`config.mk`:
```
export PLATFORM = sky130hd
export DESIGN_NAME = indentation_block_stack_tracker_core_flat
export DESIGN_NICKNAME = d
export VERILOG_FILES = /design/src/hw/rtl/ibst_pkg.sv /design/src/hw/rtl/ibst_cmd_if.sv /design/src/hw/rtl/ibst_res_if.sv /design/src/hw/rtl/ibst_cell.sv /design/src/hw/rtl/ibst_stack.sv /design/src/hw/rtl/indentation_block_stack_tracker_core.sv /design/src/flat_wrapper.sv
export SDC_FILE = /design/constraint.sdc
export NUM_CORES = 1
export LEC_CHECK = 0
export BUFFER_PORTS_ARGS = -buffer_cell sky130_fd_sc_hd__buf_4
export CORE_UTILIZATION = 45
export DETAILED_ROUTE_END_ITERATION = 12
export PLACE_DENSITY_LB_ADDON = 0.2
export SLEW_MARGIN = 20
export SYNTH_ARGS = -nofsm -noshare
export SYNTH_HDL_FRONTEND = slang
export SYNTH_SLANG_ARGS = --single-unit
```
`constraint.sdc`:
```
create_clock -name clk -period 10.4 [get_ports clk]
set_clock_uncertainty 0.15 [all_clocks]
set_input_delay 1.04 -clock clk [delete_from_list [all_inputs] [get_ports clk]]
set_output_delay 1.04 -clock clk [all_outputs]
set_load 0.005 [all_outputs]
```
`src/hw/rtl/ibst_pkg.sv`:
```
package ibst_pkg;

	localparam int KIND_W = 2;
	localparam int ERR_W = 2;

	typedef enum logic [KIND_W-1:0] {
		KIND_LINE = 2'd0,
		KIND_LOOP = 2'd1,
		KIND_COND = 2'd2,
		KIND_SKIP = 2'd3
	} kind_t;

	typedef enum logic [ERR_W-1:0] {
		ERR_NONE     = 2'd0,
		ERR_INDENT   = 2'd1,
		ERR_OVERFLOW = 2'd2
	} err_t;

	typedef enum logic [1:0] {
		STK_HOLD = 2'd0,
		STK_PUSH = 2'd1,
		STK_POP  = 2'd2
	} stk_op_t;

endpackage

```
`src/hw/rtl/ibst_cmd_if.sv`:
```
interface ibst_cmd_if #(
	parameter int LEVEL_BITS = 8,
	parameter int ADDR_BITS = 16
);
	logic                        valid;
	logic                        ready;
	logic [ibst_pkg::KIND_W-1:0] kind;
	logic [LEVEL_BITS-1:0]       indentation;
	logic [ADDR_BITS-1:0]        line_address;

	modport source (output valid, output kind, output indentation, output line_address,
		input ready);
	modport sink (input valid, input kind, input indentation, input line_address,
		output ready);
endinterface

```
`src/hw/rtl/ibst_res_if.sv`:
```
interface ibst_res_if #(
	parameter int ADDR_BITS = 16
);
	logic                       valid;
	logic                       ready;
	logic                       execute;
	logic                       jump;
	logic [ADDR_BITS-1:0]       jump_address;
	logic [ibst_pkg::ERR_W-1:0] error;

	modport source (output valid, output execute, output jump, output jump_address,
		output error, input ready);
	modport sink (input valid, input execute, input jump, input jump_address,
		input error, output ready);
endinterface

```
`src/hw/rtl/ibst_cell.sv`:
```
module ibst_cell #(
	parameter int AW = 16,
	parameter int LW = 9
) (
	input  logic              clk,
	input  ibst_pkg::stk_op_t op,
	input  logic [AW-1:0]     above_start,
	input  logic [LW-1:0]     above_level,
	input  logic              above_loop,
	input  logic [AW-1:0]     below_start,
	input  logic [LW-1:0]     below_level,
	input  logic              below_loop,
	output logic [AW-1:0]     start,
	output logic [LW-1:0]     level,
	output logic              loop
);

	logic [AW-1:0] start_q;
	logic [LW-1:0] level_q;
	logic          loop_q;

	always_ff @(posedge clk) begin
		case (op)
			ibst_pkg::STK_PUSH: begin
				start_q <= above_start;
				level_q <= above_level;
				loop_q  <= above_loop;
			end
			ibst_pkg::STK_POP: begin
				start_q <= below_start;
				level_q <= below_level;
				loop_q  <= below_loop;
			end
			default: begin
				start_q <= start_q;
				level_q <= level_q;
				loop_q  <= loop_q;
			end
		endcase
	end

	assign start = start_q;
	assign level = level_q;
	assign loop  = loop_q;

endmodule

```
`src/hw/rtl/ibst_stack.sv`:
```
module ibst_stack #(
	parameter int DEPTH = 16,
	parameter int AW = 16,
	parameter int LW = 9,
	localparam int CW = $clog2(DEPTH + 1)
) (
	input  logic              clk,
	input  logic              arst_n,
	input  ibst_pkg::stk_op_t op,
	input  logic [AW-1:0]     push_start,
	input  logic [LW-1:0]     push_level,
	input  logic              push_loop,
	output logic [AW-1:0]     top_start,
	output logic [LW-1:0]     top_level,
	output logic              top_loop,
	output logic [CW-1:0]     count
);

	logic [AW-1:0] start_w [DEPTH+1];
	logic [LW-1:0] level_w [DEPTH+1];
	logic          loop_w  [DEPTH+1];
	logic [AW-1:0] start_c [DEPTH];
	logic [LW-1:0] level_c [DEPTH];
	logic          loop_c  [DEPTH];
	logic [CW-1:0] count_q;

	assign start_w[0] = push_start;
	assign level_w[0] = push_level;
	assign loop_w[0]  = push_loop;

	genvar i;
	generate
		for (i = 0; i < DEPTH; i++) begin : g_cell
			ibst_cell #(.AW(AW), .LW(LW)) u_cell (
				.clk         (clk),
				.op          (op),
				.above_start (start_w[i]),
				.above_level (level_w[i]),
				.above_loop  (loop_w[i]),
				.below_start (start_w[i+2 > DEPTH ? DEPTH : i+2]),
				.below_level (level_w[i+2 > DEPTH ? DEPTH : i+2]),
				.below_loop  (loop_w[i+2 > DEPTH ? DEPTH : i+2]),
				.start       (start_c[i]),
				.level       (level_c[i]),
				.loop        (loop_c[i])
			);
			assign start_w[i+1] = start_c[i];
			assign level_w[i+1] = level_c[i];
			assign loop_w[i+1]  = loop_c[i];
		end
	endgenerate

	always_ff @(posedge clk or negedge arst_n) begin
		if (!arst_n) begin
			count_q <= '0;
		end else begin
			case (op)
				ibst_pkg::STK_PUSH: count_q <= count_q + CW'(1);
				ibst_pkg::STK_POP:  count_q <= count_q - CW'(1);
				default:            count_q <= count_q;
			endcase
		end
	end

	assign top_start = start_c[0];
	assign top_level = level_c[0];
	assign top_loop  = loop_c[0];
	assign count     = count_q;

endmodule

```
`src/hw/rtl/indentation_block_stack_tracker_core.sv`:
```
// Indentation block stack tracker.
// The cmd channel takes one item per script event: a line start (kind, indentation,
// line_address), an open loop, an open conditional or a skip block. The res channel
// returns exactly one item for each cmd item, in order: execute, jump, jump_address
// and error.
// Open and skip items, skipped lines and lines with no open block produce their result
// in the cycle after acceptance. Any other line walks the block stack, a chain of cells
// that shifts by one entry per cycle. It pops each closed conditional block in turn and
// then loads an execute result; closing a loop block ends the walk in the cycle that
// pops it, with a jump result. The longest walk is a line that closes STACK_DEPTH
// conditional blocks.
// One item is processed at a time, so the next cmd item is taken at the earliest in the
// cycle after the previous result is loaded; cmd.ready is high while the tracker is idle
// and the result register is empty or being drained in the same cycle.
// When res.ready is low, the pending result is held and no new item is accepted.
// Reset empties the block stack, clears the skip level and the current line and
// level, and drops any pending result.
module indentation_block_stack_tracker_core #(
	parameter int STACK_DEPTH = 16,
	parameter int ADDR_BITS = 16,
	parameter int LEVEL_BITS = 8
) (
	input logic clk,
	input logic arst_n,
	ibst_cmd_if.sink cmd,
	ibst_res_if.source res
);

	localparam int LVW = LEVEL_BITS + 1;
	localparam int CW = $clog2(STACK_DEPTH + 1);

	typedef enum logic [1:0] {
		S_IDLE   = 2'b01,
		S_UNWIND = 2'b10
	} state_t;

	state_t                 state_q;
	logic                   skip_active_q;
	logic [LVW-1:0]         skip_level_q;
	logic [LEVEL_BITS-1:0]  cur_level_q;
	logic [ADDR_BITS-1:0]   cur_line_q;
	logic [LEVEL_BITS-1:0]  lvl_q;
	logic [ADDR_BITS-1:0]   addr_q;
	logic                   res_valid_q;
	logic                   res_exec_q;
	logic                   res_jump_q;
	logic [ADDR_BITS-1:0]   res_addr_q;
	ibst_pkg::err_t         res_err_q;

	ibst_pkg::stk_op_t      stk_op;
	logic [ADDR_BITS-1:0]   top_start;
	logic [LVW-1:0]         top_level;
	logic                   top_loop;
	logic [CW-1:0]          count;

	ibst_pkg::kind_t        kind;
	logic                   acc;
	logic                   full;
	logic                   pop_ok;
	logic                   skipped;
	logic [LVW-1:0]         next_level;

	logic                   res_load;
	logic                   res_exec_d;
	logic                   res_jump_d;
	logic [ADDR_BITS-1:0]   res_addr_d;
	ibst_pkg::err_t         res_err_d;

	ibst_stack #(.DEPTH(STACK_DEPTH), .AW(ADDR_BITS), .LW(LVW)) u_stack (
		.clk        (clk),
		.arst_n     (arst_n),
		.op         (stk_op),
		.push_start (kind == ibst_pkg::KIND_LOOP ? cur_line_q : '0),
		.push_level (next_level),
		.push_loop  (kind == ibst_pkg::KIND_LOOP),
		.top_start  (top_start),
		.top_level  (top_level),
		.top_loop   (top_loop),
		.count      (count)
	);

	assign kind       = ibst_pkg::kind_t'(cmd.kind);
	assign cmd.ready  = (state_q == S_IDLE) && (!res_valid_q || res.ready);
	assign acc        = cmd.valid && cmd.ready;
	assign full       = (count == CW'(STACK_DEPTH));
	assign next_level = LVW'(cur_level_q) + LVW'(1);
	assign skipped    = skip_active_q && (LVW'(cmd.indentation) >= skip_level_q);
	assign pop_ok     = (count != '0) && (LVW'(lvl_q) < top_level);

	always_comb begin
		stk_op     = ibst_pkg::STK_HOLD;
		res_load   = 1'b0;
		res_exec_d = 1'b0;
		res_jump_d = 1'b0;
		res_addr_d = '0;
		res_err_d  = ibst_pkg::ERR_NONE;
		case (state_q)
			S_IDLE: begin
				if (acc) begin
					case (kind)
						ibst_pkg::KIND_LINE: begin
							if (skipped) begin
								res_load = 1'b1;
							end else if (count == '0) begin
								res_load = 1'b1;
								if (cmd.indentation != '0) begin
									res_err_d = ibst_pkg::ERR_INDENT;
								end else begin
									res_exec_d = 1'b1;
								end
							end
						end
						ibst_pkg::KIND_LOOP, ibst_pkg::KIND_COND: begin
							res_load = 1'b1;
							if (full) begin
								res_err_d = ibst_pkg::ERR_OVERFLOW;
							end else begin
								stk_op = ibst_pkg::STK_PUSH;
							end
						end
						default: begin
							res_load = 1'b1;
						end
					endcase
				end
			end
			S_UNWIND: begin
				if (pop_ok) begin
					stk_op = ibst_pkg::STK_POP;
					if (top_loop) begin
						res_load   = 1'b1;
						res_jump_d = 1'b1;
						res_addr_d = top_start;
					end
				end else begin
					res_load   = 1'b1;
					res_exec_d = 1'b1;
				end
			end
			default: begin
				stk_op = ibst_pkg::STK_HOLD;
			end
		endcase
	end

	always_ff @(posedge clk or negedge arst_n) begin
		if (!arst_n) begin
			state_q       <= S_IDLE;
			skip_active_q <= 1'b0;
			skip_level_q  <= '0;
			cur_level_q   <= '0;
			cur_line_q    <= '0;
			res_valid_q   <= 1'b0;
		end else begin
			if (res_load) begin
				res_valid_q <= 1'b1;
			end else if (res.ready) begin
				res_valid_q <= 1'b0;
			end
			case (state_q)
				S_IDLE: begin
					if (acc) begin
						case (kind)
							ibst_pkg::KIND_LINE: begin
								cur_level_q <= cmd.indentation;
								if (!skipped) begin
									skip_active_q <= 1'b0;
									if (count == '0) begin
										if (cmd.indentation == '0) begin
											cur_line_q <= cmd.line_address;
										end
									end else begin
										state_q <= S_UNWIND;
									end
								end
							end
							ibst_pkg::KIND_SKIP: begin
								skip_active_q <= 1'b1;
								skip_level_q  <= next_level;
							end
							default: begin
								skip_active_q <= skip_active_q;
							end
						endcase
					end
				end
				S_UNWIND: begin
					if (pop_ok) begin
						if (top_loop) begin
							state_q <= S_IDLE;
						end
					end else begin
						cur_line_q <= addr_q;
						state_q    <= S_IDLE;
					end
				end
				default: begin
					state_q <= S_IDLE;
				end
			endcase
		end
	end

	always_ff @(posedge clk) begin
		if (acc) begin
			lvl_q  <= cmd.indentation;
			addr_q <= cmd.line_address;
		end
		if (res_load) begin
			res_exec_q <= res_exec_d;
			res_jump_q <= res_jump_d;
			res_addr_q <= res_addr_d;
			res_err_q  <= res_err_d;
		end
	end

	assign res.valid        = res_valid_q;
	assign res.execute      = res_exec_q;
	assign res.jump         = res_jump_q;
	assign res.jump_address = res_addr_q;
	assign res.error        = res_err_q;

endmodule

```
`src/flat_wrapper.sv`:
```
// flat-port wrapper written by rule: the top's interface ports become plain ports
module indentation_block_stack_tracker_core_flat 
#(
	parameter int STACK_DEPTH = 16,
	parameter int ADDR_BITS = 16,
	parameter int LEVEL_BITS = 8
)
  (clk, arst_n, cmd_valid, cmd_kind, cmd_indentation, cmd_line_address, cmd_ready, res_valid, res_execute, res_jump, res_jump_address, res_error, res_ready);
  ibst_cmd_if #(.LEVEL_BITS(LEVEL_BITS), .ADDR_BITS(ADDR_BITS)) cmd_i ();
  ibst_res_if #(.ADDR_BITS(ADDR_BITS)) res_i ();
  input logic clk;
  input logic arst_n;
  input wire logic [$bits(cmd_i.valid)-1:0] cmd_valid;
  input wire logic [$bits(cmd_i.kind)-1:0] cmd_kind;
  input wire logic [$bits(cmd_i.indentation)-1:0] cmd_indentation;
  input wire logic [$bits(cmd_i.line_address)-1:0] cmd_line_address;
  output wire logic [$bits(cmd_i.ready)-1:0] cmd_ready;
  output wire logic [$bits(res_i.valid)-1:0] res_valid;
  output wire logic [$bits(res_i.execute)-1:0] res_execute;
  output wire logic [$bits(res_i.jump)-1:0] res_jump;
  output wire logic [$bits(res_i.jump_address)-1:0] res_jump_address;
  output wire logic [$bits(res_i.error)-1:0] res_error;
  input wire logic [$bits(res_i.ready)-1:0] res_ready;
  assign cmd_i.valid = cmd_valid;
  assign cmd_i.kind = cmd_kind;
  assign cmd_i.indentation = cmd_indentation;
  assign cmd_i.line_address = cmd_line_address;
  assign cmd_ready = cmd_i.ready;
  assign res_valid = res_i.valid;
  assign res_execute = res_i.execute;
  assign res_jump = res_i.jump;
  assign res_jump_address = res_i.jump_address;
  assign res_error = res_i.error;
  assign res_i.ready = res_ready;
  indentation_block_stack_tracker_core #(.STACK_DEPTH(STACK_DEPTH), .ADDR_BITS(ADDR_BITS), .LEVEL_BITS(LEVEL_BITS)) u_core (.clk(clk), .arst_n(arst_n), .cmd(cmd_i), .res(res_i));
endmodule
```
======== Word level (Yosys, flattened, before mapping) ========
Cells that the tools add are included.
operators by class
  magnitude comparators ................... 2
  add/sub/neg operators ................... 3
  reduce and logical (&&, ||, !) cells .... 24
  equal/unequal tests ..................... 17
  multiplexer cells ....................... 89
operators by type and width
  cell                   count
  $pmux W16 S2           16
  $pmux W9 S2            15
  $mux W16               7
  $pmux W1 S2            18
  $mux W2                12
  $mux W1                17
  $ne A2 B2 Y1 const B   7
  $pmux W2 S2            3
  $pmux W5 S2            1
  $add A8 B1 Y9 const B  1
  $ge A8 B9 Y1           1
  $lt A8 B9 Y1           1
  $reduce_and A3 Y1      3
  $eq A2 B2 Y1 const B   4
  $logic_not A8 Y1       1
  $reduce_bool A2 Y1     4
  $reduce_bool A8 Y1     1
  $reduce_and A7 Y1      1
  $eq A2 B1 Y1 const B   3
  $add A5 B1 Y5 const B  1
  $eq A5 B5 Y1 const B   1
  $logic_not A5 Y1       1
  $reduce_and A5 Y1      1
  $reduce_bool A5 Y1     1
  10 further kinds       14
word-level totals
  output and inout bits ................... 22
  input bits .............................. 30
  bits in registers ....................... 502
  word-level logic and storage cells ...... 196

======== Longest topological paths before layout ========
Gate-level depths: netlist of run 1.
  depth in word-level cells ............... 8
  mapped depth ............................ 20
  gate-level depth less buffers ........... 15

======== Hierarchy ========
Synthesis of run 1 repeated with hierarchy kept, for this count alone.
unflattened totals
  cell total of the unflattened synthesis .. 1263
  area, all modules ....................... 23794.1 µm²
modules (own cells, without submodules)
  module                                instances  area each (µm²)  cells an instance
  ibst_cell                             16         1219.9           58
  indentation_block_stack_tracker_core  1          3910.0           298
  ibst_stack                            1          365.4            37

======== Worst setup path after synthesis of run 1 ========
OpenSTA, ideal clock, no wires.
  kind .................................... input -> register
  start ................................... input port res_ready
  end ..................................... register u_core.u_stack.count_q[2], in the netlist u_core.u_stack.count[2]
  required time ........................... 10.134 ns
  buffers on the path ..................... 1
  cell stages on the path ................. 8
  library setup time ...................... 0.116 ns
  data arrival time ....................... 11.068 ns
  path slack .............................. -0.934 ns
  cells stage by stage .................... nand2b_1 > and3_1 > clkbuf_1 > nand3_1 > ha_1 > inv_1 > nand2_1 > xnor2_1
on the way
  longest elaborated chain between the ends .. 7
  elaborated cells between the ends (all ways) .. 9
  those cells by class .................... eq/ne (2); mux (3); reduce/logical (4)
ends and longest elaborated chain
  what                                                      line                                        text
  start: declaration                                        flat_wrapper.sv:23                          input wire logic [$bits(res_i.ready)-1:0] res_ready;
  $logic_or A1 B1 Y1 (*)                                    indentation_block_stack_tracker_core.sv:83  assign cmd.ready = (state_q == S_IDLE) && (!res_valid_q || res.ready);
  $logic_and A1 B1 Y1 (*)                                   indentation_block_stack_tracker_core.sv:83
  $logic_and A1 B1 Y1 (*)                                   indentation_block_stack_tracker_core.sv:84  assign acc = cmd.valid && cmd.ready;
  named net u_core.acc                                      indentation_block_stack_tracker_core.sv:57  logic acc;
  $mux W2 (*)                                               indentation_block_stack_tracker_core.sv:99  if (acc) begin
  $pmux W2 S2 (*)                                           indentation_block_stack_tracker_core.sv:97  case (state_q)
  $eq A2 B2 Y1 / $eq A2 B1 Y1 (equally long branches)       n/a
  $pmux W5 S2 / $reduce_bool A2 Y1 (equally long branches)  n/a
  end signal: assignment                                    ibst_stack.sv:58                            ibst_pkg::STK_PUSH: count_q <= count_q + CW'(1);
  end signal: assignment                                    ibst_stack.sv:59                            ibst_pkg::STK_POP: count_q <= count_q - CW'(1);
  end signal: assignment                                    ibst_stack.sv:60                            default: count_q <= count_q;
  end: declaration                                          ibst_stack.sv:25                            logic [CW-1:0] count_q;
The timed path passes the listed nets; every way through them passes the cells marked *.
A chain may end at the register's enable or synchronous reset.

======== Final worst setup path of run 1 ========
  start ................................... register u_core.u_stack.g_cell[0].u_cell.level_q[3]
  end ..................................... register u_core.u_stack.g_cell[0].u_cell.level_q[2], data pin
on the way
  longest elaborated chain between the ends .. 6
  elaborated cells between the ends (all ways) .. 7
  those cells by class .................... order compare (1); eq/ne (2); mux (3); reduce/logical (1)
ends and longest elaborated chain
  what                                                 line                                         text
  start: declaration                                   ibst_cell.sv:19                              logic [LW-1:0] level_q;
  start signal: assignment                             ibst_cell.sv:26                              level_q <= above_level;
  start signal: assignment                             ibst_cell.sv:31                              level_q <= below_level;
  start signal: assignment                             ibst_cell.sv:36                              level_q <= level_q;
  $lt A8 B9 Y1 (*)                                     indentation_block_stack_tracker_core.sv:88   assign pop_ok = (count != '0) && (LVW'(lvl_q) < top_level);
  $logic_and A1 B1 Y1 (*)                              indentation_block_stack_tracker_core.sv:88
  $mux W2 (*)                                          indentation_block_stack_tracker_core.sv:128  if (pop_ok) begin
  $pmux W2 S2 (*)                                      indentation_block_stack_tracker_core.sv:97
  $eq A2 B2 Y1 / $eq A2 B1 Y1 (equally long branches)  n/a
  $pmux W9 S2 (*)                                      ibst_cell.sv:23                              case (op)
Mark *: on every way between the ends. The rest lies on a longest branch, timed or not.

==> results.sh, run 1 <==
export IMPL_status="finished with violations"
export IMPL_violations="DRC"
export IMPL_report_final_slew_viol_count=0
export IMPL_area_growth_pct=12.3
export IMPL_cts_hold_buf=0
export IMPL_rows=79
export IMPL_drc=1
export IMPL_synth_nets=1299
export IMPL_cts_resized=0
export IMPL_synth_seq_cells=502
export IMPL_avgSynthCellArea_um2=17.2
export IMPL_endpoint_kind="register"
export IMPL_fin_crit_sh=0.519
export IMPL_synthArstFlopShare=0.0837
export IMPL_final_min_clock_period_ps=5400
export IMPL_vias=10300
export IMPL_overflow=0
export IMPL_ys_seq_area_frac=0.695
export IMPL_tns_ps=0
export IMPL_switchingPower_uw=1520
export IMPL_grt_pass1_wl_um=57400
export IMPL_io_pins=52
export IMPL_cp_required_ps=10570
export IMPL_cp_arrival_ps=5570
export IMPL_timing_fmax_ghz=0.185
export IMPL_dp_cells=1852
export IMPL_cts_setup_buffers=0
export IMPL_yosys_top_cells_area="edfxtp_1, mux2_2, dfrtp_1"
export IMPL_fin_cells=1950
export IMPL_antenna_left=0
export IMPL_syn_inst=1243
export IMPL_gr_usage_all_layers=0.149
export IMPL_p_int_uw=4360
export IMPL_numClockSinks=502
export IMPL_cts_tree="done"
export IMPL_dieWidth_um=220
export IMPL_n_antenna_cell=0
export IMPL_switching_share=0.258
export IMPL_antenna_found_initial=1
export IMPL_power_density_nw_per_um2=245
export IMPL_crit_type="reg -> reg"
export IMPL_clockBufferDepth=3
export IMPL_n_fill_cell=3848
export IMPL_maxCapViolations=0
export IMPL_num_nets_final=1356
export IMPL_cp_common_cell="nor3_1"
export IMPL_seqPwrFrac=0.546
export IMPL_worst_pin_slew_ps=1110
export IMPL_layout_area_seq_um2=14900
export IMPL_crit_path_top_delay_cell="buf_4"
export IMPL_via_per_inst=5.27
export IMPL_grt_max_degree=214
export IMPL_synth_edf_count=460
export IMPL_yosysWarningCount=0
export IMPL_drive_above_1_share=0.398
export IMPL_synth_main_ff_cell="edfxtp_1"
export IMPL_leakage_uw=0.00817
export IMPL_cpPeakStageDelay_ps=890
export IMPL_routed_wirelength_um=35500
export IMPL_root_buffer="clkbuf_16"
export IMPL_multiInputGateArea_um2=6110
export IMPL_cp_cell_sequence="inv_1, ha_1, nor3_1, nor3_1, a211o_1, nor3_1, ha_4, buf_4, buf_4, buf_16, mux2_2"
export IMPL_die_area_um2=48400
export IMPL_hold_class="reg -> reg"
export IMPL_first_global_vias=10700
export IMPL_gp_congestion=0.722
export IMPL_rsz0062_at_grt="no"
export IMPL_routedWlPerCell_um=18.2
export IMPL_cts_buffers=51
export IMPL_fp_dieH_um=220
export IMPL_slew_headroom=0.260
export IMPL_pwr_share_clk=0.291
export IMPL_numPortBuffers=51
export IMPL_htree_num_levels=2
export IMPL_start_util=0.458
export IMPL_synthDistinctLibCells=49
export IMPL_syn_cell_area_um2=21400
export IMPL_synth_top_cell_by_area="edfxtp_1"
export IMPL_cp_start_kind="register"
export IMPL_setup_viol_count_final=0
export IMPL_peakVddDrop_mv=0.120
export IMPL_clk_latency_ps=580
export IMPL_cp_max_fo=88
export IMPL_combPwrFrac=0.163
export IMPL_first_iter_violations=643
export IMPL_synth_top_area_frac=0.646
export IMPL_dpl_hpwl_um=21100
export IMPL_drt_pass1_iter_count=8
export IMPL_fp_coreArea_um2=46800
export IMPL_hold_viol_final=0
export IMPL_clkSlewWorstSetupHoldPaths_ps=60
## power by group through the flow
stage,Sequential (uW),Combinational (uW),Clock [uW]
global placement,3250,937,0
global route,3280,1070,1840
CTS,3220,974,1760
detailed placement,3260,967,0
finish,3210,959,1710
floorplan,3190,727,0
## layout make-up
class                      count  area share
clock inverter                29     0.00750
tap                          607      0.0316
inverter                      45     0.00719
timing repair buffer          67      0.0234
clock buffer                  67      0.0569
sequential                   502       0.619
multi-input combinational    633       0.254
## metrics by stage
stage	total power, uW	instance area, um2	setup WS (ps)	util	hold WS [ps]
detailed placement	4230	22400	4820	0.479	284
finish	5880	24000	5000	0.514	292
floorplan	3920	21400	1170	-	270
CTS	5960	24000	4810	0.512	294
global placement	4180	22400	4830	0.479	274
global route	6190	24000	4550	0.514	305
## cells by family after synthesis
group | share of synthesized area
buffers and inverters | 0.0209
xor gates and xnor gates | 0.00491
AOI/OAI and AO/OA | 0.0356
and+or+nand+nor | 0.0315
muxes | 0.197
DFF | 0.695
adders and majority gates | 0.0152
## registers in the layout (all words and copies together) (netlist names), 5 cells and up
name	count
u_core.u_stack.g_cell.u_cell.start	256
u_core.u_stack.g_cell.u_cell.level	144
u_core.addr_q	16
u_core.cur_line_q	16
u_core.res.jump_address	16
u_core.u_stack.g_cell.u_cell.loop	16
u_core.skip_level_q	9
u_core.cur_level_q	8
u_core.lvl_q	8
u_core.u_stack.count	5
## cells in the mapped netlist, types with 2 or more instances
master,number
edfxtp_1,460
mux2_2,374
clkbuf_1,48
inv_1,45
dfrtp_1,41
nor2_1,31
ha_1,26
nand2_1,21
o21ai_0,19
and2_1,17
a211oi_1,16
a22o_1,16
o2bb2ai_1,16
nor3_1,14
a21oi_1,11
nor3_2,10
nand3_1,8
xnor2_1,7
a21o_1,6
buf_1,5
xor2_1,5
buf_2,4
buf_6,4
nand2b_1,4
nor2b_1,4
and3_1,3
a211oi_2,2
a221oi_1,2
buf_4,2
o22ai_1,2
or4_1,2
## per-layer routing
| metal | GRT usage | routed length (um) | up-vias |
|---|---|---|---|
| met3 | 0.0276 | 1170 | 65 |
| met1 | 0.213 | 17000 | 5184 |
| li1 | - | - | 4918 |
| met5 | 0 | 9 | - |
| met2 | 0.232 | 16600 | 112 |
| met4 | 0.0439 | 741 | 2 |
## cell usage in the layout, fill, tap and decap left out, types with 16 or more instances in the layout
cell | Yosys | routed
edfxtp_1 | 460 | 460
mux2_2 | 374 | 374
buf_4 | 2 | 62
clkbuf_16 | 0 | 52
inv_1 | 45 | 44
dfrtp_1 | 41 | 41
nor2_1 | 31 | 31
ha_1 | 26 | 25
nand2_1 | 21 | 21
o21ai_0 | 19 | 19
and2_1 | 17 | 17
a211oi_1 | 16 | 16
a22o_1 | 16 | 16
o2bb2ai_1 | 16 | 16
## critical path, delay by kind of cell (launching register included)
kind / cells / cell delay [ps]
buffers and inverters: 4 / 1810
multiplexers: 1 / 370
AO/OA/AOI/OAI: 1 / 630
flip-flops: 1 / 350
AND/OR/NAND/NOR: 3 / 790
adder cells (fa/ha/maj): 2 / 890
## path summary, 6_finish.rpt
kind | endpoint | slack, ps | cells past startpoint | start
max in group asynchronous | u_core.cur_line_q[11] | 9380 | 1 | arst_n
worst max register to register | u_core.u_stack.g_cell[0].u_cell.level[2] | 5000 | 11 | u_core.u_stack.g_cell[0].u_cell.level[3]
worst min register to register | u_core.u_stack.g_cell[15].u_cell.start[4] | 290 | 0 | u_core.u_stack.g_cell[14].u_cell.start[4]
worst min-delay path | u_core.u_stack.g_cell[15].u_cell.start[4] | 290 | 0 | u_core.u_stack.g_cell[14].u_cell.start[4]
worst max-delay path | u_core.u_stack.g_cell[0].u_cell.level[2] | 5000 | 11 | u_core.u_stack.g_cell[0].u_cell.level[3]
min in group asynchronous | u_core.skip_level_q[2] | 310 | 1 | arst_n
(Power assumes the default switching activity.)
==> inputs of run 2 (changes only) <==
ABC_AREA = 1   (was unset)
clock period = 5.5 ns   (was 10.4 ns; I/O delays follow)
==> run 2 against run 1 <==
Net effect:
- via count up 33%
- sequential share of layout area is 0.81 points lower
- critical endpoint is now u_core.u_stack.count[4]
- the flow now finishes without violations
- total power rose by 95%
- routed wire length up 10%
==> results.sh, run 2 <==
export IMPL_synthArstFlopShare=0.0837
export IMPL_yosysMostFrequentCell="nand2_1"
export IMPL_hold_depth=4
export IMPL_drc=0
export IMPL_vias=13700
export IMPL_htree_num_levels=2
export IMPL_rr_startpoint="u_core.state_q[0]"
export IMPL_drive_above_1_share=0.0705
export IMPL_holdPathEnd="u_core.res.valid"
export IMPL_cts_setup_buffers=0
export IMPL_antenna_found_initial=0
export IMPL_switchingPower_uw=3360
export IMPL_hold_class="in -> reg"
export IMPL_report_final_slew_viol_count=0
export IMPL_gr_usage_all_layers=0.162
export IMPL_status="complete, no violations"
export IMPL_overflow=0
export IMPL_clockBufferDepth=3
export IMPL_cp_cell_sequence="inv_1, ha_1, clkinv_1, nor2_8, inv_2, nor2_4, ha_4, buf_4, nor2_1, nor2_1, nand2_1, o21ai_0, a21oi_1, o211ai_1, nand2_1"
export IMPL_avgSynthCellArea_um2=10.3
export IMPL_yosysWarningCount=0
export IMPL_cp_max_fo=78
export IMPL_endpoint_kind="register"
export IMPL_numPortBuffers=51
export IMPL_tns_ps=0
export IMPL_cp_start_kind="register"
export IMPL_maxCapViolations=0
export IMPL_ys_seq_area_frac=0.689
export IMPL_numClockSinks=502
export IMPL_regToRegEndpoint="u_core.u_stack.count[4]"
export IMPL_synth_commonest_cells="nand2_1, edfxtp_1, o21ai_0"
export IMPL_setup_viol_count_final=0
export IMPL_synth_main_ff_cell="edfxtp_1"
export IMPL_min_from="res_ready"
export IMPL_routedWlPerCell_um=14.0
export IMPL_drt_pass1_iter_count=6
export IMPL_power_density_nw_per_um2=471
export IMPL_n_fill_cell=4142
export IMPL_worst_hold_slack_ps=90.7
export IMPL_first_global_vias=12800
export IMPL_synth_seq_cells=502
export IMPL_dieWidth_um=221
export IMPL_pwr_share_clk=0.295
export IMPL_timing_fmax_ghz=0.226
export IMPL_leakage_uw=0.0101
export IMPL_most_common_layout_cells="nand2_1, edfxtp_1, o21ai_0"
export IMPL_first_iter_violations=1342
export IMPL_p_int_uw=8110
export IMPL_grt_max_degree=238
export IMPL_cp_arrival_ps=4740
export IMPL_cpPeakStageDelay_ps=670
export IMPL_routed_wirelength_um=39200
export IMPL_clk_latency_ps=600
export IMPL_via_per_inst=4.92
export IMPL_rows=79
export IMPL_peakVddDrop_mv=0.286
export IMPL_synth_top_cell_by_area="edfxtp_1"
export IMPL_die_area_um2=48800
export IMPL_combPwrFrac=0.187
export IMPL_fp_coreArea_um2=47000
export IMPL_root_buffer="clkbuf_16"
export IMPL_synth_nets=2157
export IMPL_fp_dieH_um=221
export IMPL_yosys_top_cells_area="edfxtp_1, nand2_1, dfrtp_1"
export IMPL_final_common_cell="nand2_1"
export IMPL_crit_path_top_delay_cell="clkinv_1"
export IMPL_grt_pass1_wl_um=65700
export IMPL_start_util=0.460
export IMPL_gp_congestion=0.759
export IMPL_hold_viol_final=0
export IMPL_worst_pin_slew_ps=1150
export IMPL_fin_crit_sh=0.803
export IMPL_switching_share=0.293
export IMPL_clkSlewWorstSetupHoldPaths_ps=60
export IMPL_cp_required_ps=5820
export IMPL_r2r_cells=15
export IMPL_area_growth_pct=12.8
export IMPL_num_nets_final=2199
export IMPL_antenna_left=0
export IMPL_cts_buffers=53
export IMPL_syn_inst=2101
export IMPL_synthDistinctLibCells=32
export IMPL_rsz0062_at_grt="no"
export IMPL_syn_cell_area_um2=21600
export IMPL_synth_edf_count=460
export IMPL_io_pins=52
export IMPL_final_min_clock_period_ps=4420
export IMPL_rrSetupSlack_ps=1080
export IMPL_dpl_hpwl_um=22900
export IMPL_cts_tree="done"
export IMPL_synth_top_area_frac=0.640
export IMPL_seqPwrFrac=0.518
export IMPL_n_antenna_cell=0
export IMPL_crit_type="reg -> reg"
export IMPL_slew_headroom=0.233
export IMPL_largest_register_ffs=256
[run 2: cell count changes after synthesis, moves of 7 or more]
cell / previous run / this run
nand3_1: 8 / 47
and2_1: 17 / 0
nand2_1: 21 / 1111
o2bb2ai_1: 16 / 0
buf_2: 4 / 34
nor3_2: 10 / 0
mux2_2: 374 / 0
o21ai_0: 19 / 125
a22o_1: 16 / 0
inv_1: 45 / 112
a21oi_1: 11 / 4
clkbuf_1: 48 / 59
a211oi_1: 16 / 0
nor3_1: 14 / 5
[run 2: routing by layer]
metal	vias up	share of wire	GRT usage
met2	230	0.43	0.233
met4	0	0.030	0.0641
li1	6917	-	-
met5	-	0	0
met3	64	0.038	0.0251
met1	6512	0.50	0.245
[run 2: worst max path at each step]
stage / startpoint / end / slack, ps / cells past startpoint
after floorplan: u_core.u_stack.g_cell[0].u_cell.level[6] / u_core.u_stack.g_cell[0].u_cell.level[0] / -2560 / 14
after global placement: u_core.state_q[0] / u_core.u_stack.count[4] / 1190 / 15
after detailed placement: u_core.state_q[0] / u_core.u_stack.count[4] / 1090 / 15
after CTS: u_core.state_q[0] / u_core.u_stack.count[4] / 1090 / 15
after global routing: u_core.state_q[0] / u_core.u_stack.count[4] / 670 / 16
final: u_core.state_q[0] / u_core.u_stack.count[4] / 1080 / 15
[run 2: metrics by stage]
step | util | std cells | worst slack [ps] | area [um2] | total power (uW)
2_1_floorplan | - | 2101 | -2560 | 21600 | 7580
3_3_place_gp | 0.478 | 2670 | 1190 | 22500 | 8080
3_5_place_dp | 0.478 | 2670 | 1090 | 22500 | 8170
4_1_cts | 0.518 | 2792 | 1090 | 24300 | 11600
5_1_grt | 0.518 | 2792 | 672 | 24300 | 12100
6_report | 0.518 | 2792 | 1080 | 24300 | 11500
[run 2: final cells by class]
class / count / area, um2 / area share
Sequential cell: 502 / 14900 / 0.611
Multi-Input combinational cell: 1383 / 5880 / 0.242
Clock buffer: 72 / 1420 / 0.0583
Tap cell: 607 / 759 / 0.0312
Timing Repair Buffer: 85 / 751 / 0.0309
Inverter: 118 / 454 / 0.0187
Clock inverter: 25 / 208 / 0.00854
[run 2: kinds of logic after synthesis]
group / Yosys count / share of synthesized area
AO/OA/AOI/OAI: 133 / 0.0317
XOR/XNOR: 10 / 0.00406
AND/OR/NAND/NOR: 1214 / 0.220
adder cells (fa/ha/maj): 26 / 0.0151
flip-flops: 502 / 0.689
buffers and inverters: 216 / 0.0404
[run 2: timing repair]
action / CTS / global route
hold endpoints to repair: 66 / 0
gates resized for setup: 0 / 0
hold buffers: 25 / 0
[run 2: worst max-delay path: cells and delay by family, from the launching register on]
kind                       cells  cell delay, ps
buffers and inverters          4            1410
and+or+nand+nor                6            1020
adders and majority gates      2             780
AOI/OAI and AO/OA              3             530
DFF                            1             390
[run 2: power groups by stage]
| stage | Clock, uW | Sequential, uW | Combinational (uW) |
|---|---|---|---|
| after CTS | 3480 | 5940 | 2190 |
| after floorplan | 0 | 6040 | 1540 |
| final | 3390 | 5950 | 2140 |
| after detailed placement | 0 | 6010 | 2160 |
| after global routing | 3610 | 6050 | 2480 |
| after global placement | 0 | 5980 | 2100 |
